--- src/hw/rtl/ax25fa_pkg.sv ---
// shared types, constants and functions of the ax25 ui frame assembler
// no dependencies; imported by every module of the block

package ax25fa_pkg;

   localparam int MAX_FRAME_BYTES = 512;
   localparam int FRAME_BYTES_W = 10;
   localparam logic [FRAME_BYTES_W-1:0] BODY_LIMIT = FRAME_BYTES_W'(MAX_FRAME_BYTES - 2);

   localparam int CMDQ_DEPTH = 4;
   localparam int CMDQ_PTR_W = 2;
   localparam int CMDQ_CNT_W = 3;

   localparam logic [7:0]  SPACE_SHIFTED = 8'h40;
   localparam logic [7:0]  CHAR_HYPHEN = 8'h2d;
   localparam logic [7:0]  CHAR_ZERO = 8'h30;
   localparam logic [7:0]  CHAR_NINE = 8'h39;
   localparam logic [7:0]  CRRL_FIRST = 8'he0;
   localparam logic [7:0]  CRRL_SECOND = 8'h60;
   localparam logic [7:0]  CRRL_THIRD = 8'h61;
   localparam logic [7:0]  SSID_LIMIT = 8'd16;
   localparam logic [7:0]  SSID_MASK = 8'h0f;
   localparam logic [15:0] CRC_INIT = 16'hffff;
   localparam logic [15:0] CRC_XOROUT = 16'hffff;
   localparam logic [15:0] CRC_POLY = 16'h8408;
   localparam logic [7:0]  CONTROL_RESET = 8'h03;
   localparam logic [7:0]  PROTOCOL_RESET = 8'hf0;

   typedef enum logic [1:0] {
      KIND_ADDR_CHAR = 2'd0,
      KIND_ADDR_END  = 2'd1,
      KIND_DATA      = 2'd2,
      KIND_FRAME_END = 2'd3
   } kind_type;

   typedef enum logic {
      CSR_CONTROL  = 1'b0,
      CSR_PROTOCOL = 1'b1
   } csr_index_type;

   typedef enum logic [1:0] {
      SSID_NONE   = 2'd0,
      SSID_FIRST  = 2'd1,
      SSID_SECOND = 2'd2,
      SSID_DONE   = 2'd3
   } ssid_phase_type;

   typedef enum logic [1:0] {
      CMD_BYTE      = 2'd0,
      CMD_ADDR_END  = 2'd1,
      CMD_FRAME_END = 2'd2
   } cmd_op_type;

   typedef struct packed {
      kind_type   kind;
      logic [7:0] char_byte;
   } req_type;

   typedef struct packed {
      logic [7:0] out_byte;
      logic       last;
      logic       overflow;
   } rsp_type;

   typedef struct packed {
      cmd_op_type op;
      logic [7:0] data;
      logic [2:0] pad;
      logic       with_ctl;
   } cmd_type;

   function automatic logic [15:0] crc16_x25_byte(input logic [15:0] crc,
                                                  input logic [7:0] data);
      logic [15:0] c;
      c = crc ^ {8'h00, data};
      for (int k = 0; k < 8; k++) begin
         c = c[0] ? ((c >> 1) ^ CRC_POLY) : (c >> 1);
      end
      return c;
   endfunction

endpackage

--- src/hw/rtl/ax25fa_front.sv ---
// front end: parses address characters and item kinds into commands
// depends on ax25fa_pkg

module ax25fa_front (
   input  logic                clock,
   input  logic                reset,
   input  logic                accept,
   input  ax25fa_pkg::req_type req_data,
   output logic                cmd_push,
   output ax25fa_pkg::cmd_type cmd_data
);
   import ax25fa_pkg::*;

   logic [1:0]     addr_count_ff, addr_count_in;
   logic [2:0]     char_pos_ff, char_pos_in;
   ssid_phase_type ssid_phase_ff, ssid_phase_in;
   logic [7:0]     ssid_value_ff, ssid_value_in;

   logic [7:0] c;
   logic [7:0] digit;
   logic [7:0] times10;
   logic [7:0] ssid_masked;
   logic [7:0] crrl;
   logic       is_digit;

   assign c = req_data.char_byte;
   assign digit = c - CHAR_ZERO;
   assign times10 = {ssid_value_ff[4:0], 3'b000} + {ssid_value_ff[6:0], 1'b0};
   assign is_digit = (c >= CHAR_ZERO) && (c <= CHAR_NINE);
   assign ssid_masked = (ssid_value_ff >= SSID_LIMIT) ? (ssid_value_ff & SSID_MASK)
                                                      : ssid_value_ff;

   always_comb begin
      unique case (addr_count_ff)
         2'd0:    crrl = CRRL_FIRST;
         2'd1:    crrl = CRRL_SECOND;
         default: crrl = CRRL_THIRD;
      endcase
   end

   always_comb begin
      addr_count_in = addr_count_ff;
      char_pos_in = char_pos_ff;
      ssid_phase_in = ssid_phase_ff;
      ssid_value_in = ssid_value_ff;
      cmd_push = 1'b0;
      cmd_data.op = CMD_BYTE;
      cmd_data.data = c;
      cmd_data.pad = 3'd0;
      cmd_data.with_ctl = 1'b0;
      if (accept) begin
         unique case (req_data.kind)
            KIND_ADDR_CHAR: begin
               if (addr_count_ff != 2'd3) begin
                  unique case (ssid_phase_ff)
                     SSID_FIRST: begin
                        ssid_value_in = digit;
                        ssid_phase_in = SSID_SECOND;
                     end
                     SSID_SECOND: begin
                        if (is_digit) begin
                           ssid_value_in = times10 + digit;
                        end
                        ssid_phase_in = SSID_DONE;
                     end
                     SSID_DONE: begin
                     end
                     default: begin
                        if (char_pos_ff < 3'd6) begin
                           cmd_push = 1'b1;
                           if (c == CHAR_HYPHEN) begin
                              ssid_phase_in = SSID_FIRST;
                              cmd_data.data = SPACE_SHIFTED;
                           end else begin
                              cmd_data.data = {c[6:0], 1'b0};
                           end
                           char_pos_in = char_pos_ff + 3'd1;
                        end else if (char_pos_ff == 3'd6) begin
                           if (c == CHAR_HYPHEN) begin
                              ssid_phase_in = SSID_FIRST;
                           end
                           char_pos_in = 3'd7;
                        end
                     end
                  endcase
               end
            end
            KIND_ADDR_END: begin
               if (addr_count_ff != 2'd3) begin
                  cmd_push = 1'b1;
                  cmd_data.op = CMD_ADDR_END;
                  cmd_data.data = crrl | {ssid_masked[6:0], 1'b0};
                  cmd_data.pad = (char_pos_ff > 3'd6) ? 3'd0 : 3'd6 - char_pos_ff;
                  cmd_data.with_ctl = (addr_count_ff == 2'd2);
                  addr_count_in = addr_count_ff + 2'd1;
                  char_pos_in = 3'd0;
                  ssid_phase_in = SSID_NONE;
                  ssid_value_in = 8'd0;
               end
            end
            KIND_DATA: begin
               cmd_push = (addr_count_ff == 2'd3);
            end
            KIND_FRAME_END: begin
               cmd_push = 1'b1;
               cmd_data.op = CMD_FRAME_END;
               addr_count_in = 2'd0;
               char_pos_in = 3'd0;
               ssid_phase_in = SSID_NONE;
               ssid_value_in = 8'd0;
            end
            default: begin
            end
         endcase
      end
   end

   always_ff @(posedge clock) begin
      if (reset) begin
         addr_count_ff <= 2'd0;
         char_pos_ff <= 3'd0;
         ssid_phase_ff <= SSID_NONE;
         ssid_value_ff <= 8'd0;
      end else begin
         addr_count_ff <= addr_count_in;
         char_pos_ff <= char_pos_in;
         ssid_phase_ff <= ssid_phase_in;
         ssid_value_ff <= ssid_value_in;
      end
   end

endmodule

--- src/hw/rtl/ax25fa_cmdq.sv ---
// short command queue between the front and back ends
// depends on ax25fa_pkg

module ax25fa_cmdq (
   input  logic                                clock,
   input  logic                                reset,
   input  logic                                push,
   input  ax25fa_pkg::cmd_type                 push_data,
   input  logic                                pop,
   output logic                                valid,
   output ax25fa_pkg::cmd_type                 head,
   output logic                                full,
   output logic [ax25fa_pkg::CMDQ_CNT_W-1:0]   count
);
   import ax25fa_pkg::*;

   cmd_type                 slots_ff [CMDQ_DEPTH];
   logic [CMDQ_PTR_W-1:0]   wr_ptr_ff, wr_ptr_in;
   logic [CMDQ_PTR_W-1:0]   rd_ptr_ff, rd_ptr_in;
   logic [CMDQ_CNT_W-1:0]   count_ff, count_in;
   logic                    do_push;
   logic                    do_pop;

   assign full = (count_ff == CMDQ_CNT_W'(CMDQ_DEPTH));
   assign valid = (count_ff != '0);
   assign head = slots_ff[rd_ptr_ff];
   assign count = count_ff;
   assign do_push = push && !full;
   assign do_pop = pop && valid;

   always_comb begin
      wr_ptr_in = do_push ? wr_ptr_ff + 1'b1 : wr_ptr_ff;
      rd_ptr_in = do_pop ? rd_ptr_ff + 1'b1 : rd_ptr_ff;
      count_in = count_ff;
      if (do_push && !do_pop) begin
         count_in = count_ff + 1'b1;
      end else if (do_pop && !do_push) begin
         count_in = count_ff - 1'b1;
      end
   end

   always_ff @(posedge clock) begin
      if (reset) begin
         wr_ptr_ff <= '0;
         rd_ptr_ff <= '0;
         count_ff <= '0;
      end else begin
         wr_ptr_ff <= wr_ptr_in;
         rd_ptr_ff <= rd_ptr_in;
         count_ff <= count_in;
      end
   end

   always_ff @(posedge clock) begin
      if (do_push) begin
         slots_ff[wr_ptr_ff] <= push_data;
      end
   end

endmodule

--- src/hw/rtl/ax25fa_back.sv ---
// back end: expands commands into frame bytes, keeps crc and frame limit
// depends on ax25fa_pkg; holds the control and pid registers

module ax25fa_back (
   input  logic                      clock,
   input  logic                      reset,
   input  logic                      csr_write,
   input  ax25fa_pkg::csr_index_type csr_index,
   input  logic [7:0]                csr_wdata,
   input  logic                      cmd_valid,
   input  ax25fa_pkg::cmd_type       cmd_head,
   output logic                      cmd_pop,
   output logic                      rsp_empty,
   input  logic                      rsp_pop,
   output ax25fa_pkg::rsp_type       rsp_data
);
   import ax25fa_pkg::*;

   logic [7:0]               control_ff;
   logic [7:0]               protocol_ff;
   logic [3:0]               step_ff, step_in;
   logic [15:0]              crc_ff, crc_in;
   logic [FRAME_BYTES_W-1:0] frame_bytes_ff, frame_bytes_in;
   logic                     dropped_ff, dropped_in;
   logic                     out_valid_ff, out_valid_in;
   rsp_type                  out_data_ff;

   logic       advance;
   logic       last_step;
   logic [3:0] addr_last;
   logic [3:0] sub;
   logic [7:0] body_byte;
   logic       fits;
   logic       emit;
   rsp_type    emit_data;
   logic [15:0] crc_out;

   assign advance = cmd_valid && (!out_valid_ff || rsp_pop);
   assign addr_last = {1'b0, cmd_head.pad} + (cmd_head.with_ctl ? 4'd2 : 4'd0);
   assign sub = step_ff - {1'b0, cmd_head.pad};
   assign fits = (frame_bytes_ff < BODY_LIMIT);
   assign crc_out = crc_ff ^ CRC_XOROUT;

   always_comb begin
      unique case (cmd_head.op)
         CMD_ADDR_END:  last_step = (step_ff == addr_last);
         CMD_FRAME_END: last_step = (step_ff == 4'd1);
         default:       last_step = 1'b1;
      endcase
   end

   always_comb begin
      body_byte = cmd_head.data;
      if (cmd_head.op == CMD_ADDR_END) begin
         if (step_ff < {1'b0, cmd_head.pad}) begin
            body_byte = SPACE_SHIFTED;
         end else begin
            case (sub)
               4'd0:    body_byte = cmd_head.data;
               4'd1:    body_byte = control_ff;
               default: body_byte = protocol_ff;
            endcase
         end
      end
   end

   always_comb begin
      step_in = step_ff;
      crc_in = crc_ff;
      frame_bytes_in = frame_bytes_ff;
      dropped_in = dropped_ff;
      cmd_pop = 1'b0;
      emit = 1'b0;
      emit_data.out_byte = body_byte;
      emit_data.last = 1'b0;
      emit_data.overflow = dropped_ff;
      if (advance) begin
         cmd_pop = last_step;
         step_in = last_step ? 4'd0 : step_ff + 4'd1;
         if (cmd_head.op == CMD_FRAME_END) begin
            emit = 1'b1;
            if (step_ff == 4'd0) begin
               emit_data.out_byte = crc_out[7:0];
            end else begin
               emit_data.out_byte = crc_out[15:8];
               emit_data.last = 1'b1;
               crc_in = CRC_INIT;
               frame_bytes_in = '0;
               dropped_in = 1'b0;
            end
         end else if (fits) begin
            emit = 1'b1;
            crc_in = crc16_x25_byte(crc_ff, body_byte);
            frame_bytes_in = frame_bytes_ff + 1'b1;
         end else begin
            dropped_in = 1'b1;
         end
      end
      if (emit) begin
         out_valid_in = 1'b1;
      end else if (rsp_pop) begin
         out_valid_in = 1'b0;
      end else begin
         out_valid_in = out_valid_ff;
      end
   end

   always_ff @(posedge clock) begin
      if (reset) begin
         control_ff <= CONTROL_RESET;
         protocol_ff <= PROTOCOL_RESET;
         step_ff <= 4'd0;
         crc_ff <= CRC_INIT;
         frame_bytes_ff <= '0;
         dropped_ff <= 1'b0;
         out_valid_ff <= 1'b0;
      end else begin
         if (csr_write) begin
            unique case (csr_index)
               CSR_CONTROL:  control_ff <= csr_wdata;
               CSR_PROTOCOL: protocol_ff <= csr_wdata;
               default: begin
               end
            endcase
         end
         step_ff <= step_in;
         crc_ff <= crc_in;
         frame_bytes_ff <= frame_bytes_in;
         dropped_ff <= dropped_in;
         out_valid_ff <= out_valid_in;
      end
   end

   always_ff @(posedge clock) begin
      if (emit) begin
         out_data_ff <= emit_data;
      end
   end

   assign rsp_empty = !out_valid_ff;
   assign rsp_data = out_data_ff;

endmodule

--- src/hw/rtl/ax25_ui_frame_assembler.sv ---
// ax25 ui frame assembler (no flags) with crc-16/x.25 trailer
// accepted items pass through the command queue; each rsp byte comes from a register
// throughput: one item per cycle unless full; the back end emits one byte per cycle
// if rsp drains; during an address end (up to 9 bytes) a 4-entry queue takes input
// reset: synchronous, clears all parser and crc state, control 0x03, pid 0xf0
// depends on ax25fa_pkg, ax25fa_front, ax25fa_cmdq, ax25fa_back

module ax25_ui_frame_assembler (
   input  logic                      clock,
   input  logic                      reset,
   input  logic                      req_push,
   output logic                      req_full,
   input  ax25fa_pkg::req_type       req_data,
   output logic                      rsp_empty,
   input  logic                      rsp_pop,
   output ax25fa_pkg::rsp_type       rsp_data,
   input  logic                      csr_write,
   input  ax25fa_pkg::csr_index_type csr_index,
   input  logic [7:0]                csr_wdata
);
   import ax25fa_pkg::*;

   logic                  accept;
   logic                  cmd_push;
   cmd_type               cmd_in;
   logic                  cmd_pop;
   logic                  cmd_valid;
   cmd_type               cmd_head;
   logic [CMDQ_CNT_W-1:0] cmd_count;

   assign accept = req_push && !req_full;

   ax25fa_front u_front (
      .clock    (clock),
      .reset    (reset),
      .accept   (accept),
      .req_data (req_data),
      .cmd_push (cmd_push),
      .cmd_data (cmd_in)
   );

   ax25fa_cmdq u_cmdq (
      .clock     (clock),
      .reset     (reset),
      .push      (cmd_push),
      .push_data (cmd_in),
      .pop       (cmd_pop),
      .valid     (cmd_valid),
      .head      (cmd_head),
      .full      (req_full),
      .count     (cmd_count)
   );

   ax25fa_back u_back (
      .clock     (clock),
      .reset     (reset),
      .csr_write (csr_write),
      .csr_index (csr_index),
      .csr_wdata (csr_wdata),
      .cmd_valid (cmd_valid),
      .cmd_head  (cmd_head),
      .cmd_pop   (cmd_pop),
      .rsp_empty (rsp_empty),
      .rsp_pop   (rsp_pop),
      .rsp_data  (rsp_data)
   );

`ifndef SYNTHESIS
   a_cmdq_bound: assert property (@(posedge clock) disable iff (reset)
      cmd_count <= CMDQ_CNT_W'(CMDQ_DEPTH))
      else $error("command queue count out of range");

   a_pop_needs_cmd: assert property (@(posedge clock) disable iff (reset)
      cmd_pop |-> cmd_valid)
      else $error("back end popped an empty command queue");

   a_push_counts: assert property (@(posedge clock) disable iff (reset)
      (cmd_push && !req_full && !cmd_pop) |=> cmd_count == $past(cmd_count) + 1'b1)
      else $error("command queue lost a transfer");

   a_idle_no_output: assert property (@(posedge clock) disable iff (reset)
      (rsp_empty && !cmd_valid) |=> rsp_empty)
      else $error("result appeared without a command");
`endif

endmodule

--- config.mk ---
export PLATFORM = sky130hd
export DESIGN_NAME = ax25_ui_frame_assembler
export DESIGN_NICKNAME = d
export VERILOG_FILES = /design/src/hw/rtl/ax25fa_pkg.sv /design/src/hw/rtl/ax25fa_front.sv /design/src/hw/rtl/ax25fa_cmdq.sv /design/src/hw/rtl/ax25fa_back.sv /design/src/hw/rtl/ax25_ui_frame_assembler.sv
export SDC_FILE = /design/constraint.sdc
export NUM_CORES = 1
export LEC_CHECK = 0
export BUFFER_PORTS_ARGS = -buffer_cell sky130_fd_sc_hd__buf_2
export CELL_PAD_IN_SITES_DETAIL_PLACEMENT = 2
export CELL_PAD_IN_SITES_GLOBAL_PLACEMENT = 2
export CORE_UTILIZATION = 30
export CTS_CLUSTER_DIAMETER = 80
export DETAILED_ROUTE_END_ITERATION = 10
export GPL_TIMING_DRIVEN = 1
export PLACE_DENSITY_LB_ADDON = 0.1
export SLEW_MARGIN = 20
export SYNTH_ARGS = -nofsm -noshare
export SYNTH_HDL_FRONTEND = slang
export SYNTH_SLANG_ARGS = --single-unit
--- constraint.sdc ---
create_clock -name clock -period 5.2 [get_ports clock]
set_input_delay 0.26 -clock clock [delete_from_list [all_inputs] [get_ports clock]]
set_output_delay 0.26 -clock clock [all_outputs]
set_load 0.03 [all_outputs]
# After elaboration in Yosys (flattened, before gate mapping)
# Memories as Yosys holds them, arrays and structs flattened. A register that Yosys moved wholly into a read port is not among the register bits.
# Cells that the tools add are included.
op_classes:
  addsub: 14
  magnitude_cmp: 7
  n_eq_ne: 28
  muxes: 77
  n_bitwise: 12
  reduce_logical: 32
ops:
  columns: ["cell", "count"]
  rows:
  - ["16-bit two-way mux", 11]
  - ["8-bit two-way mux", 10]
  - ["8-bit case mux with 2 select lines", 4]
  - ["10-bit two-way mux", 3]
  - ["3-bit two-way mux", 8]
  - ["2-bit NOT with 3-bit output", 8]
  - ["8-bit case mux with 3 select lines", 1]
  - ["2-bit two-way mux", 9]
  - ["9-bit two-way mux", 2]
  - ["6-bit AND reduction", 3]
  - ["1-bit two-way mux", 17]
  - ["8-bit adder", 2]
  - ["16-bit NOT", 1]
  - ["16-bit by 8-bit XOR with 16-bit output", 1]
  - ["2-bit == test (second input constant)", 7]
  - ["14-bit two-way mux", 1]
  - ["13-bit two-way mux", 1]
  - ["2-bit case mux with 3 select lines", 2]
  - ["10-bit by 1-bit adder with 10-bit output (second input constant)", 1]
  - ["10-bit by 9-bit less-than comparator with 1-bit output (second input constant)", 1]
  - ["2-bit != test (second input constant)", 5]
  - ["3-bit case mux with 3 select lines", 1]
  - ["3-bit AND reduction", 3]
  - ["2-bit by 1-bit == test with 1-bit output (second input constant)", 4]
  - ["other kinds (39)", 64]
word_totals:
  reg_bits: 80
  ram_bits: 56
  input_bits: 24
  out_inout_bits: 12
  elab_cells: 188
  memories: 1
memory_table:
  columns: ["memory", "depth", "word_bits", "read_ports", "rd_clocked_by_memory_dff", "write_ports", "line", "source"]
  rows:
  - ["u_cmdq.slots_ff", 4, 14, 1, 1, 1, "ax25fa_cmdq.sv:17", "cmd_type slots_ff [CMDQ_DEPTH];"]

# Depth between registers and ports, before layout
depth:
  depth_word: 24
  ltp_mapped: 17
  mapped_depth_nobuf: 15

# Modules after synthesis
# A second synthesis with hierarchy kept.
hier_totals:
  cells_unflattened: 697
  area_unflattened_um2: 7340.8
modules_own_cells:
  columns: ["mod", "instances", "cells_each", "area_per_inst_um2", "seq_area_each_um2"]
  rows:
  - ["ax25fa_back", 1, 434, 3678.5, 1261.2]
  - ["ax25fa_cmdq", 1, 121, 2512.4, 1861.8]
  - ["ax25fa_front", 1, 141, 1136.1, 220.2]
  - ["ax25_ui_frame_assembler", 1, 1, 13.8, 0.0]

# Least setup slack after synthesis
# No wires, ideal clock.
synth_path:
  path_type: "reg2reg"
  startpoint: "register with a tool-made name"
  endpoint: "register u_back.crc_ff[12]"
  setup_ns: 0.120
  arrival_ns: 3.795
  required_ns: 5.080
  path_slack_ns: 1.285
  stages_incl_launch_ff: 15
  n_path_buf: 3
  synth_period_minus_slack_ns: 3.915
  cell_sequence: "dfxtp_1 > buf_2 > buf_4 > mux4_2 > ha_1 > fa_1 > xnor2_1 > or4_4 > buf_6 > and4_4 > a311oi_4 > xnor2_1 > xnor2_1 > a21oi_1 > or2_1"
synth_rtl:
  columns: ["item", "line", "source"]
  rows:
  - ["end signal: assignment", "ax25fa_back.sv:127", "crc_ff <= crc_in;"]
  - ["end: declaration", "ax25fa_back.sv:22", "logic [15:0] crc_ff, crc_in;"]

==> flow_summary.toml <==
[clock_network]
cts.path.max_buffers = 2
cts_tree = "yes"
cts_sinks = 134
clkLatencyLatePin_ns = 0.42
htree_levels = 4
cts.clk_slew.worst_paths_ns = 0.06
cts_hold_buf = 0
cts-resized-gates = 0
post_cts_buffers = 0
cts_root_buf = "clkbuf_16"
cts_buffers = 17

[sta]
setup_viol = 0
slew-limit-headroom = 0.3761
report.final.slew_viol_count = 0
rsz0062_at_grt = "false"
worst_pin_slew_ns = 0.9232
fin_skew_ns = 0.008788
min_period_over_period = 0.7993
max_freq_mhz = 240.6
period_needed_ns = 4.156
final_hold_viol_count = 0
setup_tns_ns = 0

[yosys]
syn_area_mm2 = 0.006867
syn_area_per_cell_um2 = 10.83
async_flop_share = 0
synth_edf_count = 66
ys_seq_area_frac = 0.4869
syn_nets = 691
ys.flop_type = "dfxtp_1"
yosys_register_bits = 134
ys.warnings.count = 0
ys_types = 71
syn_inst = 634

[floorplanning]
row_count = 54
initial_core_util = 0.3098
die_y_um = 153.3
design.core.area_mm2 = 0.02216
dieArea_mm2 = 0.02350
ios = 36
die_w_um = 153.3

[place]
dpl.hpwl_um = 13360
gp_congestion = 0.8217
io_buffers = 35
placed_cells = 923

[global_routing]
grtUsageTotal = 0.1664
antenna_found_initial = 0
first_global_vias = 5486
grt_first_pass_wirelength_um = 30160
grt-ovfl-total = 0
grt_max_degree = 56

[cells_and_area]
diodes = 0
instances_no_fill = 955
nNetsFinal = 719
utilization = 0.3612
syn2layout_area_growth_pct = 16.56
drive_gt1_frac = 0.1600
fillCellCount = 2352

[min_path]
min_path_type = "input port to flip-flop"

[pwr]
irDropWorstVdd_mv = 0.1986
pwr-share-clk = 0.322
p_leak_nw = 3.028
power_density_mw_per_mm2 = 560.5
p_int_mw = 2.889
p_sw_mw = 1.597
combPwrFrac = 0.363
seq_power_share = 0.315
swShare = 0.3560

[critical_path]
crit_fanout = 13
end_kind = "flip-flop"
start_kind = "flip-flop"
required_ns = 5.50
crit_arrival_ns = 4.46
critPathKind = "flip-flop to flip-flop"

[drt]
dr_total_vias = 4862
drc_errors = 0
routed_wirelength_um = 18250
viasPerCell = 5.091
drtIter0Drc = 166
ant_nets = 0
wl_per_cell_um = 19.11
dr.pass1.iters = 4

[status]
status = "complete, no violations"

[run]
cap_violations = 0
==> synthesized netlist by cell type (4+ instances only) <==
master     n  area (µm²)
nor3_1    13       65.06
a211oi_1   5       37.54
clkbuf_1  24       90.09
a21oi_1   46       230.2
a31oi_1    5       31.28
or2_2      4       25.02
and2_1     8       50.05
o21ai_0   14       70.07
nand3_1   13       65.06
mux2_2     5       56.30
nand4_1    6       37.54
mux4_2    14       315.3
nand2b_1   7       43.79
nor2b_1    4       25.02
a22oi_1    4       30.03
ha_1      29       362.9
o31ai_1    5       37.54
a211o_1    5       43.79
dfxtp_1   68        1361
nor3b_1    5       37.54
a21o_1     4       30.03
o32ai_1    5       43.79
inv_1     32       120.1
and3_1    11       68.82
fa_1       4       80.08
nand2_1   43       161.4
edfxtp_1  66        1982
or3_1      5       31.28
xnor2_1   21       183.9
mux2i_1   14       140.1
xor2_1    20       175.2
nor2_1    56       210.2
o22ai_1    9       56.30
==> cell families after synthesis <==
logic type | after synthesis | synth area share
simple gates | 196 | 0.1474
flops | 134 | 0.4869
compound gates | 131 | 0.1327
buf+inv | 64 | 0.03699
xor+xnor | 43 | 0.05703
mux | 33 | 0.07452
fa+ha+maj | 33 | 0.06451
==> worst max-delay path, stage by stage (launching register included) <==
cell and delay (ns):
dfxtp_1 0.36, buf_4 0.30, mux4_2 0.56, inv_1 0.07, ha_1 0.29, nor2b_1 0.20, o31ai_1 0.68, nor2_1 0.25
a311oi_4 0.47, xnor2_1 0.24, xnor2_1 0.29, a21oi_1 0.09, or2_1 0.24
==> flip-flops by register name, summed over array words and instances, names as in the netlist, named ones only <==
register               cells
u_back.control_ff          8
u_back.crc_ff             16
u_back.dropped_ff          1
u_back.frame_bytes_ff     10
u_back.out_valid_ff        1
u_back.protocol_ff         8
u_back.rsp_data           10
u_back.step_ff             4
u_cmdq.count               3
u_cmdq.rd_ptr_ff           2
u_cmdq.slots_ff           56
u_cmdq.wr_ptr_ff           2
u_front.addr_count_ff      2
u_front.char_pos_ff        3
u_front.ssid_phase_ff      2
u_front.ssid_value_ff      4
==> layer usage <==
layer / part of all wire / wire, µm / GRT usage / up-vias
met2: 0.50 / 9166 / 0.2885 / 55
met4: 0.022 / 409 / 0.06494 / 0
met1: 0.45 / 8289 / 0.2007 / 2419
li1: - / - / - / 2362
met3: 0.021 / 388 / 0.03544 / 26
met5: 0 / 0 / 0 / -
==> path summary, 6_finish.rpt <==
check | start | endpoint | slack (ns) | cells past startpoint
worst max-delay path | flip-flop | u_back.crc_ff[13] | 1.04 | 12
worst min-delay path | csr_wdata[2] | u_back.control_ff[2] | 0.09 | 3
worst min register to register | u_back.control_ff[5] | u_back.control_ff[5] | 0.47 | 2
worst max register to register | flip-flop | u_back.crc_ff[13] | 1.04 | 12
==> area by class of cell <==
cell class	count	area (µm²)	share of cell area
Sequential cell	134	3343	0.4177
Clock buffer	17	425.4	0.05315
Timing Repair Buffer	40	212.7	0.02657
Inverter	33	123.9	0.01548
Multi-Input combinational cell	436	3274	0.4091
Tap cell	280	350.3	0.04377
Clock inverter	15	274.0	0.03423
==> stage by stage <==
stage               instance area, µm²  setup slack, ns  hold WS [ns]  total power [mW]
floorplan                         6867            1.285        0.3843             2.625
global placement                  7305            1.174        0.4521             3.017
detailed placement                7305            1.052        0.4646             3.084
CTS                               8004           0.9960       0.07011             4.563
global route                      8004           0.6845       0.08720             4.756
finish                            8004            1.044       0.08672             4.486
==> cell usage in the layout (no fill, tap or decap), drive strengths merged, types with 6 or more instances in the layout <==
cell	count
and3	11
xnor2	23
xor2	20
or2	7
a21oi	46
and2	8
bufinv	7
dfxtp	68
mux4	14
o21ai	17
edfxtp	66
nand2	44
nor2	56
inv	35
o22ai	9
clkbuf	17
nand4	6
nand2b	7
ha	29
nand3	13
mux2i	14
nor3	13
buf	40
==> power groups by stage <==
| stage | combinational, mW | sequential (mW) | clock (mW) |
|---|---|---|---|
| after floorplan | 1.14 | 1.48 | 0 |
| after global placement | 1.59 | 1.43 | 0 |
| after detailed placement | 1.65 | 1.44 | 0 |
| after CTS | 1.67 | 1.42 | 1.48 |
| after global routing | 1.80 | 1.44 | 1.52 |
| final | 1.63 | 1.41 | 1.44 |
Power figures use the tool's default switching activity.
